File: src/hw/rtl/utf8_decode_han_detect_assert.svh
// Assertion macros for the UTF-8 decoder RTL; included by utf8dh_emit.
// Each macro expects signals named clk and arst_n in the enclosing module.
`ifndef UTF8_DECODE_HAN_DETECT_ASSERT_SVH
`define UTF8_DECODE_HAN_DETECT_ASSERT_SVH

// Checks that a condition holds at every clock edge outside reset.
`define UTF8DH_ASSERT_ALWAYS(label, expr, msg) \
	label: assert property (@(posedge clk) disable iff (!arst_n) (expr)) else $error(msg);

// Checks that the consequent holds in the cycle after the antecedent.
`define UTF8DH_ASSERT_NEXT(label, ante, cons, msg) \
	label: assert property (@(posedge clk) disable iff (!arst_n) (ante) |=> (cons)) \
		else $error(msg);

// Checks that the consequent holds in the same cycle as the antecedent.
`define UTF8DH_ASSERT_SAME(label, ante, cons, msg) \
	label: assert property (@(posedge clk) disable iff (!arst_n) (ante) |-> (cons)) \
		else $error(msg);

`endif

File: src/hw/rtl/utf8dh_pkg.sv
// Shared constants, types and the Han range check for the UTF-8 decoder.
// No dependencies; used by every module of the block.
package utf8dh_pkg;

	localparam int ByteW      = 8;
	localparam int CpW        = 21;
	localparam int CntW       = 3;
	localparam int MaxResults = 4;
	localparam int DataW      = ((CpW + 7) / 8) * 8;
	localparam int UserW      = 3;

	localparam logic [CpW-1:0] Replacement = 21'h00FFFD;

	// Han ranges: CJK extension A, unified ideographs, compatibility, extension B.
	localparam logic [CpW-1:0] HanALo = 21'h003400;
	localparam logic [CpW-1:0] HanAHi = 21'h004DBF;
	localparam logic [CpW-1:0] HanULo = 21'h004E00;
	localparam logic [CpW-1:0] HanUHi = 21'h009FFF;
	localparam logic [CpW-1:0] HanCLo = 21'h00F900;
	localparam logic [CpW-1:0] HanCHi = 21'h00FAFF;
	localparam logic [CpW-1:0] HanBLo = 21'h020000;
	localparam logic [CpW-1:0] HanBHi = 21'h02A6DF;

	// Byte class masks and patterns.
	localparam logic [ByteW-1:0] ContMask  = 8'hC0;
	localparam logic [ByteW-1:0] ContByte  = 8'h80;
	localparam logic [ByteW-1:0] Lead2Mask = 8'hE0;
	localparam logic [ByteW-1:0] Lead2Byte = 8'hC0;
	localparam logic [ByteW-1:0] Lead3Mask = 8'hF0;
	localparam logic [ByteW-1:0] Lead3Byte = 8'hE0;
	localparam logic [ByteW-1:0] Lead4Mask = 8'hF8;
	localparam logic [ByteW-1:0] Lead4Byte = 8'hF0;

	// Results planned for one input byte: replacement beats, then an optional tail.
	typedef struct packed {
		logic [CntW-1:0] cnt;
		logic            has_tail;
		logic [CpW-1:0]  tail_cp;
		logic            tail_han;
		logic            eot;
		logic            seen_old;
	} plan_t;

	function automatic logic han_range(input logic [CpW-1:0] cp);
		han_range = (cp >= HanALo && cp <= HanAHi) ||
		            (cp >= HanULo && cp <= HanUHi) ||
		            (cp >= HanCLo && cp <= HanCHi) ||
		            (cp >= HanBLo && cp <= HanBHi);
	endfunction

endpackage

File: src/hw/rtl/utf8dh_decode.sv
// Byte decoder: holds the open-sequence state and plans the results of one byte.
// Depends on utf8dh_pkg.
module utf8dh_decode (
	input  logic                          clk,
	input  logic                          arst_n,
	input  logic [utf8dh_pkg::ByteW-1:0]  text_byte,
	input  logic                          eot,
	input  logic                          consume,
	output utf8dh_pkg::plan_t             plan
);
	import utf8dh_pkg::*;

	typedef enum logic [2:0] {
		LK_ASCII,
		LK_SEQ2,
		LK_SEQ3,
		LK_SEQ4,
		LK_BAD
	} lead_kind_t;

	logic [1:0]      pend_q, pend_d;
	logic [2:0]      seqlen_q, seqlen_d;
	logic [CpW-1:0]  partial_q, partial_d;
	logic            seen_q, seen_d;

	logic [2:0]      pend_inc;
	logic [CpW-1:0]  cont_code;
	logic            is_cont;
	logic            started;
	logic [CntW-1:0] flush_cnt;
	logic            has_tail;
	logic [CpW-1:0]  tail_cp;
	logic            tail_han;
	lead_kind_t      kind;

	// Classify the byte as a lead.
	always_comb begin
		if (text_byte[ByteW-1] == 1'b0) begin
			kind = LK_ASCII;
		end else if ((text_byte & Lead2Mask) == Lead2Byte) begin
			kind = LK_SEQ2;
		end else if ((text_byte & Lead3Mask) == Lead3Byte) begin
			kind = LK_SEQ3;
		end else if ((text_byte & Lead4Mask) == Lead4Byte) begin
			kind = LK_SEQ4;
		end else begin
			kind = LK_BAD;
		end
	end

	// Plan the results and the next sequence state.
	always_comb begin
		pend_inc  = {1'b0, pend_q} + 3'd1;
		cont_code = {partial_q[CpW-7:0], text_byte[5:0]};
		is_cont   = (text_byte & ContMask) == ContByte;
		started   = 1'b0;
		flush_cnt = '0;
		has_tail  = 1'b0;
		tail_cp   = cont_code;
		pend_d    = pend_q;
		seqlen_d  = seqlen_q;
		partial_d = partial_q;

		if (pend_q != 2'd0 && is_cont) begin
			if (pend_inc >= seqlen_q) begin
				// The continuation completes the sequence.
				has_tail  = 1'b1;
				pend_d    = '0;
				seqlen_d  = '0;
				partial_d = '0;
			end else begin
				pend_d    = pend_inc[1:0];
				partial_d = cont_code;
				if (eot) begin
					flush_cnt = pend_inc;
				end
			end
		end else begin
			// Any open sequence is broken; the byte is then taken as a lead.
			flush_cnt = {1'b0, pend_q};
			pend_d    = '0;
			seqlen_d  = '0;
			partial_d = '0;
			unique case (kind)
				LK_ASCII: begin
					has_tail = 1'b1;
					tail_cp  = {{(CpW-ByteW){1'b0}}, text_byte};
				end
				LK_SEQ2: begin
					started   = 1'b1;
					pend_d    = 2'd1;
					seqlen_d  = 3'd2;
					partial_d = {{(CpW-5){1'b0}}, text_byte[4:0]};
				end
				LK_SEQ3: begin
					started   = 1'b1;
					pend_d    = 2'd1;
					seqlen_d  = 3'd3;
					partial_d = {{(CpW-4){1'b0}}, text_byte[3:0]};
				end
				LK_SEQ4: begin
					started   = 1'b1;
					pend_d    = 2'd1;
					seqlen_d  = 3'd4;
					partial_d = {{(CpW-3){1'b0}}, text_byte[2:0]};
				end
				default: begin
					has_tail = 1'b1;
					tail_cp  = Replacement;
				end
			endcase
			if (started && eot) begin
				flush_cnt = flush_cnt + 3'd1;
			end
		end

		// The end of the text clears everything.
		if (eot) begin
			pend_d    = '0;
			seqlen_d  = '0;
			partial_d = '0;
		end

		tail_han = has_tail && han_range(tail_cp);
		seen_d   = eot ? 1'b0 : (seen_q | tail_han);

		plan.cnt      = flush_cnt + {{(CntW-1){1'b0}}, has_tail};
		plan.has_tail = has_tail;
		plan.tail_cp  = tail_cp;
		plan.tail_han = tail_han;
		plan.eot      = eot;
		plan.seen_old = seen_q;
	end

	// Sequence state advances when the byte is handed to the emitter.
	always_ff @(posedge clk or negedge arst_n) begin
		if (!arst_n) begin
			pend_q    <= '0;
			seqlen_q  <= '0;
			partial_q <= '0;
			seen_q    <= 1'b0;
		end else if (consume) begin
			pend_q    <= pend_d;
			seqlen_q  <= seqlen_d;
			partial_q <= partial_d;
			seen_q    <= seen_d;
		end
	end

endmodule

File: src/hw/rtl/utf8dh_emit.sv
// Result register: plays out a byte's planned results, one beat a cycle while ready.
// Depends on utf8dh_pkg and utf8_decode_han_detect_assert.svh.
`include "utf8_decode_han_detect_assert.svh"

module utf8dh_emit (
	input  logic                          clk,
	input  logic                          arst_n,
	input  logic                          load,
	input  utf8dh_pkg::plan_t             plan,
	output logic                          free,
	output logic                          m_tvalid,
	input  logic                          m_tready,
	output logic [utf8dh_pkg::DataW-1:0]  m_tdata,  // code_point
	output logic                          m_tlast,  // last_of_run
	output logic [utf8dh_pkg::UserW-1:0]  m_tuser   // is_han, text_has_han, text_done
);
	import utf8dh_pkg::*;

	logic [CntW-1:0] cnt_q;
	logic            has_tail_q;
	logic [CpW-1:0]  tail_cp_q;
	logic            tail_han_q;
	logic            eot_q;
	logic            seen_old_q;

	logic            fire;
	logic            last;
	logic            is_tail;
	logic [CpW-1:0]  code;

	assign fire    = m_tvalid && m_tready;
	assign last    = cnt_q == CntW'(1);
	assign free    = (cnt_q == '0) || (fire && last);
	assign is_tail = has_tail_q && last;
	assign code    = is_tail ? tail_cp_q : Replacement;

	// Output beat: replacements first, then the tail result.
	assign m_tvalid   = cnt_q != '0;
	assign m_tdata    = {{(DataW-CpW){1'b0}}, code};
	assign m_tlast    = last;
	assign m_tuser[0] = is_tail && tail_han_q;
	assign m_tuser[1] = seen_old_q || (is_tail && tail_han_q);
	assign m_tuser[2] = last && eot_q;

	// Remaining beat count.
	always_ff @(posedge clk or negedge arst_n) begin
		if (!arst_n) begin
			cnt_q <= '0;
		end else if (load) begin
			cnt_q <= plan.cnt;
		end else if (fire) begin
			cnt_q <= cnt_q - CntW'(1);
		end
	end

	// Payload of the current byte's results.
	always_ff @(posedge clk) begin
		if (load) begin
			has_tail_q <= plan.has_tail;
			tail_cp_q  <= plan.tail_cp;
			tail_han_q <= plan.tail_han;
			eot_q      <= plan.eot;
			seen_old_q <= plan.seen_old;
		end
	end

	`UTF8DH_ASSERT_ALWAYS(a_cnt_range, cnt_q <= CntW'(MaxResults), "beat count out of range")
	`UTF8DH_ASSERT_SAME(a_han_on_last, m_tvalid && m_tuser[0], m_tlast, "Han flag before last beat")
	`UTF8DH_ASSERT_SAME(a_done_on_last, m_tvalid && m_tuser[2], m_tlast, "text end before last beat")
	`UTF8DH_ASSERT_NEXT(a_no_reload, fire && !last, cnt_q == $past(cnt_q) - CntW'(1),
		"job reloaded before its last beat")

endmodule

File: src/hw/rtl/utf8_decode_han_detect.sv
// Top level of the streaming UTF-8 decoder with Han detection.
// Depends on utf8dh_pkg, utf8dh_decode and utf8dh_emit.

// The block takes one text byte per beat (tlast marks the final byte of a text) and
// returns the decoded code points, one per beat, with a Han flag, a running any-Han
// flag and an end-of-text flag in tuser; tlast marks the last result caused by a
// byte. A byte that produces no result or one result does not hold up the input,
// so plain text streams at one byte per cycle while m_tready is high. A byte that
// produces n results (up to four, when a broken sequence is flushed) holds the
// result register until all n are taken, which sets the rate. An accepted byte
// enters the input register, or the skid entry first if that is full, then the
// result register. A two-entry skid buffer on the input keeps tready registered.
module utf8_decode_han_detect (
	input  logic                          clk,
	input  logic                          arst_n,
	input  logic                          s_tvalid,
	output logic                          s_tready,
	input  logic [utf8dh_pkg::ByteW-1:0]  s_tdata,   // text_byte
	input  logic                          s_tlast,   // end_of_text
	output logic                          m_tvalid,
	input  logic                          m_tready,
	output logic [utf8dh_pkg::DataW-1:0]  m_tdata,   // code_point, zero padded
	output logic                          m_tlast,   // last_of_run
	output logic [utf8dh_pkg::UserW-1:0]  m_tuser    // is_han, text_has_han, text_done
);
	import utf8dh_pkg::*;

	logic             valid_s1;
	logic [ByteW-1:0] byte_s1;
	logic             eot_s1;
	logic             skid_valid_q;
	logic [ByteW-1:0] skid_byte_q;
	logic             skid_eot_q;

	logic             s_fire;
	logic             free;
	logic             consume;
	plan_t            plan;

	assign s_tready = !skid_valid_q;
	assign s_fire   = s_tvalid && s_tready;
	assign consume  = valid_s1 && free;

	// Input register with a skid entry behind it.
	always_ff @(posedge clk or negedge arst_n) begin
		if (!arst_n) begin
			valid_s1     <= 1'b0;
			skid_valid_q <= 1'b0;
		end else if (skid_valid_q) begin
			if (consume) begin
				skid_valid_q <= 1'b0;
			end
		end else if (s_fire) begin
			if (valid_s1 && !consume) begin
				skid_valid_q <= 1'b1;
			end else begin
				valid_s1 <= 1'b1;
			end
		end else if (consume) begin
			valid_s1 <= 1'b0;
		end
	end

	// Byte payload moves with the valid flags above.
	always_ff @(posedge clk) begin
		if (skid_valid_q) begin
			if (consume) begin
				byte_s1 <= skid_byte_q;
				eot_s1  <= skid_eot_q;
			end
		end else if (s_fire) begin
			if (valid_s1 && !consume) begin
				skid_byte_q <= s_tdata;
				skid_eot_q  <= s_tlast;
			end else begin
				byte_s1 <= s_tdata;
				eot_s1  <= s_tlast;
			end
		end
	end

	utf8dh_decode u_decode (
		.clk       (clk),
		.arst_n    (arst_n),
		.text_byte (byte_s1),
		.eot       (eot_s1),
		.consume   (consume),
		.plan      (plan)
	);

	utf8dh_emit u_emit (
		.clk      (clk),
		.arst_n   (arst_n),
		.load     (consume),
		.plan     (plan),
		.free     (free),
		.m_tvalid (m_tvalid),
		.m_tready (m_tready),
		.m_tdata  (m_tdata),
		.m_tlast  (m_tlast),
		.m_tuser  (m_tuser)
	);

endmodule

File: config.mk
export PLATFORM = sky130hd
export DESIGN_NAME = utf8_decode_han_detect
export DESIGN_NICKNAME = d
export VERILOG_FILES = /design/src/hw/rtl/utf8dh_pkg.sv /design/src/hw/rtl/utf8dh_decode.sv /design/src/hw/rtl/utf8dh_emit.sv /design/src/hw/rtl/utf8_decode_han_detect.sv
export VERILOG_INCLUDE_DIRS = /design/src /design/src/hw/rtl
export SDC_FILE = /design/constraint.sdc
export NUM_CORES = 1
export LEC_CHECK = 0
export BUFFER_PORTS_ARGS = -buffer_cell sky130_fd_sc_hd__clkbuf_2
export CORE_ASPECT_RATIO = 0.7
export CORE_MARGIN = 5
export CORE_UTILIZATION = 43
export DETAILED_ROUTE_END_ITERATION = 8
export GPL_TIMING_DRIVEN = 1
export PLACE_DENSITY = 0.68
export SLEW_MARGIN = 25
export SYNTH_ARGS = -nofsm -noshare
export SYNTH_HDL_FRONTEND = slang
export SYNTH_SLANG_ARGS = --single-unit
export TNS_END_PERCENT = 10
File: constraint.sdc
create_clock -name clk -period 2.6 [get_ports clk]
set_input_delay 0.52 -clock clk [delete_from_list [all_inputs] [get_ports clk]]
set_output_delay 0.52 -clock clk [all_outputs]
set_load 0.01 [all_outputs]
---- Word-level counts from Yosys, hierarchy flattened ----
Index checks and enable logic that the tools add are counted.
operators by class
  magnitude comparators ................... 9
  eq/ne operators ......................... 12
  mux-type cells .......................... 46
  reduce and logical (&&, ||, !) cells .... 34
  bitwise logic cells ..................... 2
  add/sub/neg operators ................... 3
operators with widths
  cell                                                                     count
  15-bit 2-to-1 mux                                                        3
  21-bit by 16-bit <= comparator with 1-bit output, second input constant  2
  21-bit 2-to-1 mux                                                        2
  21-bit case mux with 2 select lines                                      1
  3-bit 2-to-1 mux                                                         13
  8-bit 2-to-1 mux                                                         4
  21-bit by 14-bit >= comparator with 1-bit output, second input constant  1
  21-bit by 15-bit >= comparator with 1-bit output, second input constant  1
  21-bit by 16-bit >= comparator with 1-bit output, second input constant  1
  21-bit by 18-bit >= comparator with 1-bit output, second input constant  1
  21-bit by 15-bit <= comparator with 1-bit output, second input constant  1
  21-bit by 18-bit <= comparator with 1-bit output, second input constant  1
  1-bit 2-to-1 mux                                                         18
  1-bit logical AND                                                        15
  5-bit case mux with 3 select lines                                       1
  3-bit case mux with 3 select lines                                       1
  3-bit AND reduction                                                      3
  2-bit nonzero test                                                       4
  3-bit by 1-bit == test with 1-bit output, second input constant          2
  3-bit by 2-bit == test with 1-bit output, second input constant          2
  3-bit zero test                                                          2
  2-bit 2-to-1 mux                                                         3
  5-bit == test, second input constant                                     1
  1-bit logical OR                                                         5
  16 further kinds                                                         18
storage, ports and cells
  bits in registers ....................... 69
  logic and storage cells ................. 122

---- Depth between registers and ports, before layout ----
Gate-level depths: netlist of the first run.
  word-level depth ........................ 17
  depth in mapped cells ................... 13
  depth with buffers taken out ............ 13

---- By module ----
A second synthesis of the first run with hierarchy kept.
unflattened totals
  cell total of the unflattened synthesis .. 361
  area total of the unflattened synthesis .. 3857.4 µm²
modules (own cells, without submodules)
  module                  area an instance (µm²)  instances  cells an instance  sequential area each (µm²)
  utf8dh_decode           1863.0                  1          239                525.5
  utf8dh_emit             1193.6                  1          82                 825.8
  utf8_decode_han_detect  800.8                   1          40                 590.6

---- Worst setup path after synthesis of the first run ----
OpenSTA, ideal clock, no wires.
  path type ............................... register to register
  start ................................... register u_decode.pend_q[0]
  end ..................................... register u_emit.cnt_q[1]
  arrival ................................. 2.502 ns
  required time ........................... 2.481 ns
  path slack .............................. -0.021 ns
  library setup time ...................... 0.119 ns
  path buffers ............................ 0
  cell stages (with the launch flop) ...... 14
  clock period less this slack ............ 2.621 ns
  cells stage by stage .................... dfrtp_1 > inv_1 > ha_1 > ha_1 > a21oi_1 > o211a_1 > or2_2 > inv_1 > o31ai_1 > ha_1 > ha_1 > nand2_1 > o211ai_1 > o21a_1
RTL lines
  item                    line                  text
  from (decl)             utf8dh_decode.sv:21   logic [1:0] pend_q, pend_d;
  from (signal assigned)  utf8dh_decode.sv:143  pend_q <= pend_d;
  to (signal assigned)    utf8dh_emit.sv:50     cnt_q <= plan.cnt;
  to (signal assigned)    utf8dh_emit.sv:52     cnt_q <= cnt_q - CntW'(1);
  to (decl)               utf8dh_emit.sv:19     logic [CntW-1:0] cnt_q;

==> results of run 1 <==
==> final timing paths <==
kind,start,end,slack [ns]
max,u_decode.pend_q[1],u_emit.cnt_q[1],0.09
min,arst_n,valid_s1,0.22
max reg2reg,u_decode.pend_q[1],u_emit.cnt_q[1],0.09
min reg2reg,u_decode.seen_q,u_emit.seen_old_q,0.49
max in group asynchronous,arst_n,u_decode.partial_q[12],1.94
min in group clk,s_tdata[4],skid_byte_q[4],0.37
==> critical path, stage by stage, from the launching register on <==
cell	delay [ns]
dfrtp_1	0.40
inv_2	0.09
ha_4	0.21
ha_1	0.27
a21oi_1	0.16
o211a_1	0.20
or2_4	0.15
inv_2	0.05
o31ai_2	0.19
ha_2	0.21
ha_1	0.21
nand2_1	0.05
o211ai_1	0.08
o21a_1	0.11
==> cells in the mapped netlist, types with 7 or more instances <==
cell	n	area share [%]
and3_1	13	2.3
edfxtp_1	43	36
ha_1	10	3.5
mux2_2	10	3.2
nor2_1	7	0.74
nand4_1	7	1.2
inv_1	15	1.6
o21a_1	9	1.9
o21ai_0	14	2.0
nand2b_1	22	3.9
dfrtp_1	26	18
a21oi_1	9	1.3
nand2_1	28	2.9
==> layer usage <==
layer  vias to the layer above  GRT usage (%)
li1                       1205              -
met1                      1141           21.9
met2                        88           21.4
met3                         9           4.83
met4                         0           5.36
met5                         -              0
==> registers in the layout, summed over array words and instances (netlist names) <==
name and count:
byte_s1 8, u_emit.has_tail_q 1, u_emit.tail_cp_q 21, valid_s1 1, u_emit.tail_han_q 1, u_decode.partial_q 15
eot_s1 1, u_emit.eot_q 1, u_emit.seen_old_q 1, skid_byte_q 8, u_emit.cnt_q 3, skid_valid_q 1
skid_eot_q 1, u_decode.seqlen_q 3, u_decode.seen_q 1, u_decode.pend_q 2
==> logic make-up after synthesis <==
group / Yosys count / share of synthesized area, %
fa+ha+maj: 10 / 3.51
flops: 69 / 54.4
mux: 12 / 3.72
buf+inv: 38 / 6.42
compound gates: 63 / 12.3
simple gates: 113 / 19.0
other cells: 1 / 0.105
xor+xnor: 2 / 0.491
==> where the power goes <==
group	internal, W	switching [W]
clock	0.000744	0.000472
sequential	0.00156	0.000251
combinational	0.000553	0.000724
==> repair_timing <==
action / 4_1_cts / 5_1_grt
endpoints found under the setup margin: 15 / 7
setup buffers: 0 / 0
gates resized for setup: 1 / 7
==> layout by cell type, fill, tap and decap left out, drive strengths merged, types with 3 or more instances in the layout <==
master,synthesis,layout
conb,1,3
o211ai,5,5
o21a,9,9
nand2,28,28
o22ai,3,3
nor3b,3,3
a31oi,3,3
inv,16,17
clkinvlp,0,3
nand3,3,3
clkbuf,8,48
nand2b,22,22
buf,13,11
mux2,10,10
a22o,7,7
and3,17,17
o21ai,14,14
nor3,4,4
dfrtp,26,26
a21oi,9,9
and2,3,3
or2,4,4
edfxtp,43,43
nand4,7,7
nor2b,3,3
ha,10,10
nor2,8,8
==> stage by stage <==
stage | instance area [sq um] | hold slack (ns)
after CTS | 4130 | 0.250
after floorplan | 3580 | 0.224
after detailed placement | 3820 | 0.476
after global placement | 3820 | 0.469
after global routing | 4150 | 0.289
final | 4150 | 0.224
==> area by class of cell <==
class	instances	area, sq um	area share [%]
timing repair buffer	50	290	7.00
multi-input combinational	203	1430	34.4
inverter	16	60.1	1.45
clock buffer	9	225	5.43
clock inverter	7	75.1	1.81
sequential	69	1940	46.8
tap	101	126	3.05
==> results.md, run 1 <==
- Gr usage total: 15.2%
- Initial DRC count: 127
- Fmax achieved: 399 MHz
- Distinct cell type count after synthesis: 63
- Max-slew violations: 0
- Die height: 86.2 um
- Most used DFF post-synth: edfxtp_1
- Die W: 119 um
- Hold Path Class: in -> async
- Final period util: 96.4%
- Root Buffer: clkbuf_16
- Starting density of the core: 44.7%
- Non-filler cells, final: 455
- Status: complete, no violations
- Max VDD drop: 0.432 mV
- CP Max Fanout: 5
- Yosys reg bits: 69
- Met3 WL post-DR: 514 um
- Startpoint types: flop
- Fin crit period: 2.51 ns
- CTS tree: done
- Final worst setup slack: 0.0937 ns
- DP HPWL: 4.98 mm
- First-pass detailed-route iteration total: 4
- Max_cap viols: 0
- Setup_tns: 0 ns
- Ratio of cells with drive above 1 in the final layout: 28.8%
- WL final: 7.28 mm
- Largest net degree at the start of global routing: 39
- Final setup vio count: 0
- Post-CTS Hold Buffers: 0
- Post-route ant nets: 0
- R2R cell count: 13
- Vias in the first global route: 2387
- First-pass GRT wire length: 12.4 mm
- Final Power: 0.00430 W
- Clock slew at the register clock pins of the worst setup and hold paths: 0.06 ns
- CTS buffer count: 9
- Number of rows created at floorplan: 27
- Power per cell area: 1040 mW/mm^2
- Detailed-route via count: 2443
- Fillers: 696
- GR Overflow Total: 0
- Top Ports: 43
- Met2 wire length: 2.98 mm
- CP Capture Type: flop
- Antenna violations before repair: 0
- Number of synthesized flops with an enable pin: 43
- Final Util: 52.0%
- Post-synthesis sequential area ratio: 54.4%
- Slew Limit Headroom: 54.2%
- Layout Skew: 0.00605 ns
- Required @ worst endpoint: 2.82 ns
- Avg Cell Area, Syn: 11.6 sq um
- Setup WS pre-CTS: 0.0481 ns
- Clk Latency, worst-skew pair: 0.33 ns
- Clock Tree Buf Depth: 2
- Synth async-reset ratio: 37.7%
- Least-Margin Pin Slew: 0.688 ns
- Wire length per cell: 16.0 um
- DRC violations left: 0
- H-tree depth: 3
- DR vias/cell: 5.37
- Final hold vios: 0
- Leakage: 1.69 nW
- Dpl cells: 439
- CTS Sinks: 69
- N_diodes: 0
- Area Growth Syn to Fin: 16.3%
- Port bufs: 39
- Cell Area, Synth: 0.00357 sq mm
- Top layer in use: met4
- Nets@finish: 372
- Gpl congestion: 0.891
- Worst EP arrival: 2.73 ns
- Cell count after synthesis: 308
- CORE AREA: 0.00797 sq mm
- Die Area: 0.0102 sq mm
- Yosys warnings: 0
- CP Class: reg -> reg
- DRT met1 WL: 3.71 mm
Note: power is estimated with default switching activity, not from simulation.
==> run 2, diff against run 1 <==
--- a/config.mk
+++ b/config.mk
@@ -8,7 +8,6 @@
 export LEC_CHECK = 0
 export BUFFER_PORTS_ARGS = -buffer_cell sky130_fd_sc_hd__clkbuf_2
 export CORE_ASPECT_RATIO = 0.7
-export CORE_MARGIN = 5
 export CORE_UTILIZATION = 43
 export DETAILED_ROUTE_END_ITERATION = 8
 export GPL_TIMING_DRIVEN = 1
==> constraint.sdc (replaced) <==
create_clock -name clk -period 2.6 [get_ports clk]
set_input_delay 0.52 -clock clk [delete_from_list [all_inputs] [get_ports clk]]
set_output_delay 0.52 -clock clk [all_outputs]
set_load 0.1 [all_outputs]
==> run 2 against run 1 <==
Net effect:
- maximum frequency fell by 0.37%
- register-to-register slack barely moved
- sequential share of layout area fell by 4.2 points
- critical path depth did not move
- utilization rose by 5.3 points
- final cell count fell by 0.22%
- hold slack improved by 0.0072 ns
- critical endpoint unchanged
- clock skew fell by 0.0010 ns
- largest cell class unchanged
- power rose by 17%
- sequential power barely moved
==> results.md, run 2 (same netlist as run 1, synthesis figures left out) <==
- Nets@finish: 371 (-0.27%)
- Post-CTS Setup Inserts: 0 (unchanged)
- DR vias/cell: 5.37 (about the same)
- Die height: 78.2 um (-9.3%)
- Initial DRC count: 187 (+47%)
- Post-route ant nets: 0 (unchanged)
- Die Area: 0.00867 sq mm (-15%)
- Crit path from: u_decode.pend_q[0]
- Fmax achieved: 398 MHz (-0.37%)
- Layout Skew: 0.00503 ns (-0.00102 ns)
- Worst R2R Start: u_decode.pend_q[0]
- Largest net degree at the start of global routing: 28 (-28%)
- CTS buffer count: 9 (unchanged)
- Gr usage total: 17.4% (+2.2 points)
- Final period util: 96.8% (+0.36 points)
- Wire length per cell: 15.4 um (-4.0%)
- CTS tree: done
- Ratio of cells with drive above 1 in the final layout: 32.0% (+3.2 points)
- Buf/Inv on CP: 3 (+1)
- Leading cell type in the layout, fill and taps excluded: edfxtp_1
- WL final: 6.98 mm (-4.2%)
- Max_cap viols: 0 (unchanged)
- N_diodes: 0 (unchanged)
- DP HPWL: 4.95 mm (-0.76%)
- Startpoint types: flop
- Slew Limit Headroom: 53.1% (-1.0 points)
- Unrepaired setup endpoints after global routing: true
- Worst EP arrival: 2.73 ns (about the same)
- Power per cell area: 1100 mW/mm^2 (+6.2%)
- CP Class: reg -> reg
- Final Util: 57.4% (+5.3 points)
- GR Overflow Total: 0 (unchanged)
- CP Max Fanout: 5 (unchanged)
- First-pass GRT wire length: 11.9 mm (-3.7%)
- CTS Sinks: 69 (unchanged)
- Detailed-route via count: 2437 (-0.25%)
- DRC violations left: 0 (unchanged)
- Vias in the first global route: 2358 (-1.2%)
- Max-slew violations: 0 (unchanged)
- Clock Tree Buf Depth: 2 (unchanged)
- CP Capture Type: flop
- Largest Register: u_emit.tail_cp_q
- Starting density of the core: 44.9% (+0.19 points)
- Status: complete, no violations
- Post-CTS Hold Buffers: 0 (unchanged)
- Top Ports: 43 (unchanged)
- Hold Path Class: in -> async
- Least-Margin Pin Slew: 0.703 ns (+0.0153 ns)
- Clk Latency, worst-skew pair: 0.33 ns (about the same)
- Gpl congestion: 0.901 (+1.2%)
- Required @ worst endpoint: 2.82 ns (about the same)
- Max reg flops: 21 (unchanged)
- Number of rows created at floorplan: 27 (unchanged)
- Die W: 111 um (-6.7%)
- Critical path cell sequence: buf_4 -> ha_2 -> ha_1 -> inv_1 -> o211a_1 -> or2_4 -> inv_2 -> o31ai_2 -> ha_2 -> ha_1 -> nand2_1 -> o211ai_1 -> o21a_1
- H-tree depth: 3 (unchanged)
- Leakage: 1.85 nW (+9.0%)
- CP max stage cell: dfrtp_1
- Clock slew at the register clock pins of the worst setup and hold paths: 0.06 ns (about the same)
- CP max stage delay: 0.41 ns (about the same)
- CORE AREA: 0.00794 sq mm (-0.42%)
- First-pass detailed-route iteration total: 5 (+1)
- Root Buffer: clkbuf_16
- Dpl cells: 438 (-0.23%)
- Max VDD drop: 0.671 mV (+55%)
- Final setup vio count: 0 (unchanged)
- Port bufs: 39 (unchanged)
- Top flop regs: u_emit.tail_cp_q (21), u_decode.partial_q (15)
- Antenna violations before repair: 0 (unchanged)
- Top delay family on crit path: adder cells
- Non-filler cells, final: 454 (-0.22%)
- Fin crit period: 2.52 ns (+0.00931 ns)
- Area Growth Syn to Fin: 27.7%
- Final hold vios: 0 (unchanged)
- Most frequent cells in the layout: 43 x edfxtp_1, 28 x nand2_1, 26 x dfrtp_1
[run 2: cell count changes in the layout (fill, tap and decap cells not counted), sizes merged]
cell      delta
inv          -1
clkinvlp     -1
bufinv       +1
buf         +24
clkbuf      -24
[run 2: what timing repair did]
| action | 4_1_cts | 5_1_grt |
|---|---|---|
| setup endpoints to repair | 2 | 15 |
| gates cloned | 0 | 0 |
| endpoints found under the hold margin | 0 | 0 |
| gates resized for setup | 3 | 7 |
[run 2: power breakdown]
group	switching, W	internal, W	total [W]
combinational	0.00122	0.000701	0.00192
clock	0.000436	0.000837	0.00127
sequential	0.000263	0.00156	0.00182
[run 2: metrics by stage]
step           setup slack, ns  setup TNS (ns)  total power (W)  hold WS, ns  instance area [sq um]
2_1_floorplan           -0.147           -4.36          0.00323        0.224                   3620
3_3_place_gp            0.0162               0          0.00367        0.473                   4210
3_5_place_dp           -0.0621         -0.0621          0.00372        0.480                   4210
4_1_cts                 0.0589               0          0.00503        0.247                   4540
5_1_grt                -0.0343         -0.0343          0.00528        0.273                   4550
6_report                0.0844               0          0.00502        0.231                   4550
[run 2: per-layer routing]
layer  track usage [%]  routed length (um)  part of all wire, %
met1              24.5                3390                   49
met2              25.8                2910                   42
met3              5.10                 585                  8.4
met4              5.20                  93                  1.3
met5                 0                   0                    0
[run 2: cell type report]
class	instances	area [sq um]
fillers	660	3380
multi-input cells	203	1480
inverters	16	60.1
flip-flops and latches	69	1940
clock inverters	6	87.6
clock buffers	10	229
repair buffers	49	633
well taps	101	126
[run 2: final timing paths]
| check | slack, ns | depth (start not counted) | end |
|---|---|---|---|
| setup / recovery | 0.08 | 13 | u_emit.cnt_q[1] |
| hold / removal | 0.23 | 1 | skid_valid_q |
| setup reg to reg | 0.08 | 13 | u_emit.cnt_q[1] |
| hold reg to reg | 0.49 | 0 | u_emit.seen_old_q |
| max in group asynchronous | 1.92 | 1 | u_decode.partial_q[12] |
| min in group clk | 0.38 | 1 | skid_byte_q[7] |
==> run 3, diff against run 2 <==
--- a/config.mk
+++ b/config.mk
@@ -11,7 +11,7 @@
 export CORE_UTILIZATION = 43
 export DETAILED_ROUTE_END_ITERATION = 8
 export GPL_TIMING_DRIVEN = 1
-export PLACE_DENSITY = 0.68
+export PLACE_DENSITY = 0.66
 export SLEW_MARGIN = 25
 export SYNTH_ARGS = -nofsm -noshare
 export SYNTH_HDL_FRONTEND = slang
==> constraint.sdc (replaced) <==
create_clock -name clk -period 3.15 [get_ports clk]
set_input_delay 0.63 -clock clk [delete_from_list [all_inputs] [get_ports clk]]
set_output_delay 0.63 -clock clk [all_outputs]
set_load 0.1 [all_outputs]
==> run 3 against run 2 <==
Net effect:
- power down 22%
- maximum frequency down 13%
- sequential power down 17%
- largest cell class unchanged
- largest power group is now sequential cells
- highest routed layer unchanged
==> results.md, run 3 (same netlist as run 1, synthesis figures left out) <==
- Status: complete, no violations
- Top flop regs: u_emit.tail_cp_q (21), u_decode.partial_q (15)
- DR vias/cell: 5.40 (+0.60%)
- Multi-input logic area: 0.00141 sq mm (-4.8%)
- First-pass GRT wire length: 12.0 mm (+0.70%)
- First-pass detailed-route iteration total: 4 (-1)
- Clk pwr share: 26.9% (+1.5 points)
- Sw power: 0.00154 W (-20%)
- Vias in the first global route: 2354 (-0.17%)
- Crit path from: u_decode.pend_q[0]
- Worst R2R Start: u_decode.pend_q[0]
- Hold Path Class: in -> async
- Max-slew violations: 0 (unchanged)
- Most frequent cells in the layout: 43 x edfxtp_1, 39 x clkbuf_2, 28 x nand2_1
- Largest net degree at the start of global routing: 27 (-3.6%)
- Final Util: 51.5% (-5.8 points)
- Startpoint types: flop
- Sw frac: 39.2% (+0.96 points)
- Clk Latency, worst-skew pair: 0.33 ns (about the same)
- CORE AREA: 0.00794 sq mm (unchanged)
- Fillers: 706 (+7.0%)
- Cell Int Power: 0.00238 W (-23%)
- CP Max Fanout: 8 (+3)
- CTS Sinks: 69 (unchanged)
- Ratio of cells with drive above 1 in the final layout: 25.5% (-6.5 points)
- Nets@finish: 367 (-1.1%)
- Post-route ant nets: 0 (unchanged)
- Detailed-route via count: 2430 (-0.29%)
- CTS buffer count: 9 (unchanged)
- Port bufs: 39 (unchanged)
- Required @ worst endpoint: 3.37 ns (+0.55 ns)
- Post-CTS Setup Inserts: 0 (unchanged)
- Slew Limit Headroom: 46.6% (-6.6 points)
- H-tree depth: 3 (unchanged)
- Wire length per cell: 15.6 um (+1.7%)
- Final period util: 91.4% (-5.4 points)
- Unrepaired setup endpoints after global routing: false
- Die W: 111 um (unchanged)
- Area Growth Syn to Fin: 14.7%
- Combinational power share: 34.7% (-3.6 points)
- CP max stage cell: dfrtp_1
- DRC violations left: 0 (unchanged)
- CP Class: reg -> reg
- Setup_tns: 0 ns (unchanged)
- Leading cell type in the layout, fill and taps excluded: edfxtp_1
- Worst EP arrival: 3.09 ns (+0.36 ns)
- Initial DRC count: 145 (-22%)
- CP max stage delay: 0.44 ns (+0.03 ns)
- Die height: 78.2 um (unchanged)
- Max_cap viols: 0 (unchanged)
- WL final: 7.04 mm (+0.83%)
- Fmax achieved: 348 MHz (-13%)
- Final setup vio count: 0 (unchanged)
- Crit path top cell by count: ha_1
- Power per cell area: 957 mW/mm^2 (-13%)
- Post-CTS Hold Buffers: 0 (unchanged)
- Gates resized, CTS repair: 0 (-3)
- CP Capture Type: flop
- Final hold vios: 0 (unchanged)
- Die Area: 0.00867 sq mm (unchanged)
- Storage element area: 0.00194 sq mm (unchanged)
- Max reg flops: 21 (unchanged)
- Number of rows created at floorplan: 27 (unchanged)
- Critical path cell sequence: inv_1 -> ha_1 -> ha_1 -> a21oi_1 -> o211a_1 -> or2_2 -> inv_1 -> o31ai_1 -> ha_1 -> ha_1 -> nand2_1 -> o211ai_1 -> o21a_1
- DP HPWL: 5.16 mm (+4.2%)
- Layout Skew: 0.00369 ns (-0.00134 ns)
- Max VDD drop: 0.535 mV (-20%)
- CTS tree: done
- Root Buffer: clkbuf_16
- Gpl congestion: 0.870 (-3.4%)
- Starting density of the core: 44.9% (unchanged)
- Largest Register: u_emit.tail_cp_q
- Gr usage total: 17.7% (+0.35 points)
- GR Overflow Total: 0 (unchanged)
- Register share of total power: 38.5% (+2.2 points)
- Fin crit period: 2.88 ns (+0.362 ns)
- Least-Margin Pin Slew: 0.801 ns (+0.0984 ns)
- Top Ports: 43 (unchanged)
- Leakage: 1.67 nW (-9.6%)
- Clock slew at the register clock pins of the worst setup and hold paths: 0.05 ns (about the same)
- Antenna violations before repair: 0 (unchanged)
- N_diodes: 0 (unchanged)
- Clock Tree Buf Depth: 2 (unchanged)
[run 3: cell types whose count changed in the layout (fill, tap and decap cells not counted), moves of 3 or more]
cell,before,now
buf_12,24,0
inv_2,4,1
inv_1,12,15
ha_1,7,10
nand2b_1,12,22
buf_4,11,6
nand2b_2,8,0
clkbuf_2,14,39
[run 3: cell type report]
class | instances | area share (%)
Inverter | 16 | 1.47
Timing Repair Buffer | 45 | 5.87
Clock inverter | 6 | 2.14
Sequential cell | 69 | 47.5
Clock buffer | 10 | 5.60
Tap cell | 101 | 3.09
Multi-Input combinational cell | 203 | 34.4
[run 3: stage by stage]
step / cells / hold WS [ns] / total power, W / worst slack [ns] / instance area [sq um]
final: 450 / 0.328 / 0.00392 / 0.272 / 4090
after global routing: 450 / 0.377 / 0.00414 / 0.0747 / 4090
after CTS: 450 / 0.344 / 0.00394 / 0.282 / 4090
after detailed placement: 434 / 0.488 / 0.00288 / 0.290 / 3770
after global placement: 434 / 0.474 / 0.00285 / 0.373 / 3770
after floorplan: 310 / 0.334 / 0.00264 / -0.0296 / 3580
[run 3: worst paths after layout]
path / endpoint / cells past startpoint / slack [ns]
worst max-delay path: u_emit.cnt_q[1] / 13 / 0.27
worst min-delay path: skid_valid_q / 1 / 0.33
worst max register to register: u_emit.cnt_q[1] / 13 / 0.27
worst min register to register: u_emit.cnt_q[1] / 1 / 0.50
max in group asynchronous: u_decode.seen_q / 1 / 2.38
min in group clk: skid_byte_q[6] / 1 / 0.49
[run 3: worst max-delay path: cells and delay by family (launching register included)]
| family | cells | cell delay, ns |
|---|---|---|
| and+or+nand+nor | 2 | 0.42 |
| adders and majority gates | 4 | 1.09 |
| DFF | 1 | 0.44 |
| buffers and inverters | 2 | 0.20 |
| AOI/OAI and AO/OA | 5 | 0.63 |
[run 3: power groups by stage]
stage	Combinational (W)	Sequential (W)	Clock [W]
after detailed placement	0.00136	0.00152	0
final	0.00136	0.00151	0.00105
after global placement	0.00134	0.00151	0
after CTS	0.00137	0.00150	0.00107
after floorplan	0.00124	0.00140	0
after global routing	0.00148	0.00154	0.00112
[run 3: metal layers]
metal | vias up | track usage (%) | wire length (um)
met5 | - | 0 | 0
met4 | 0 | 5.20 | 82
met3 | 10 | 4.63 | 346
li1 | 1192 | - | -
met2 | 62 | 26.3 | 2920
met1 | 1166 | 25.5 | 3690
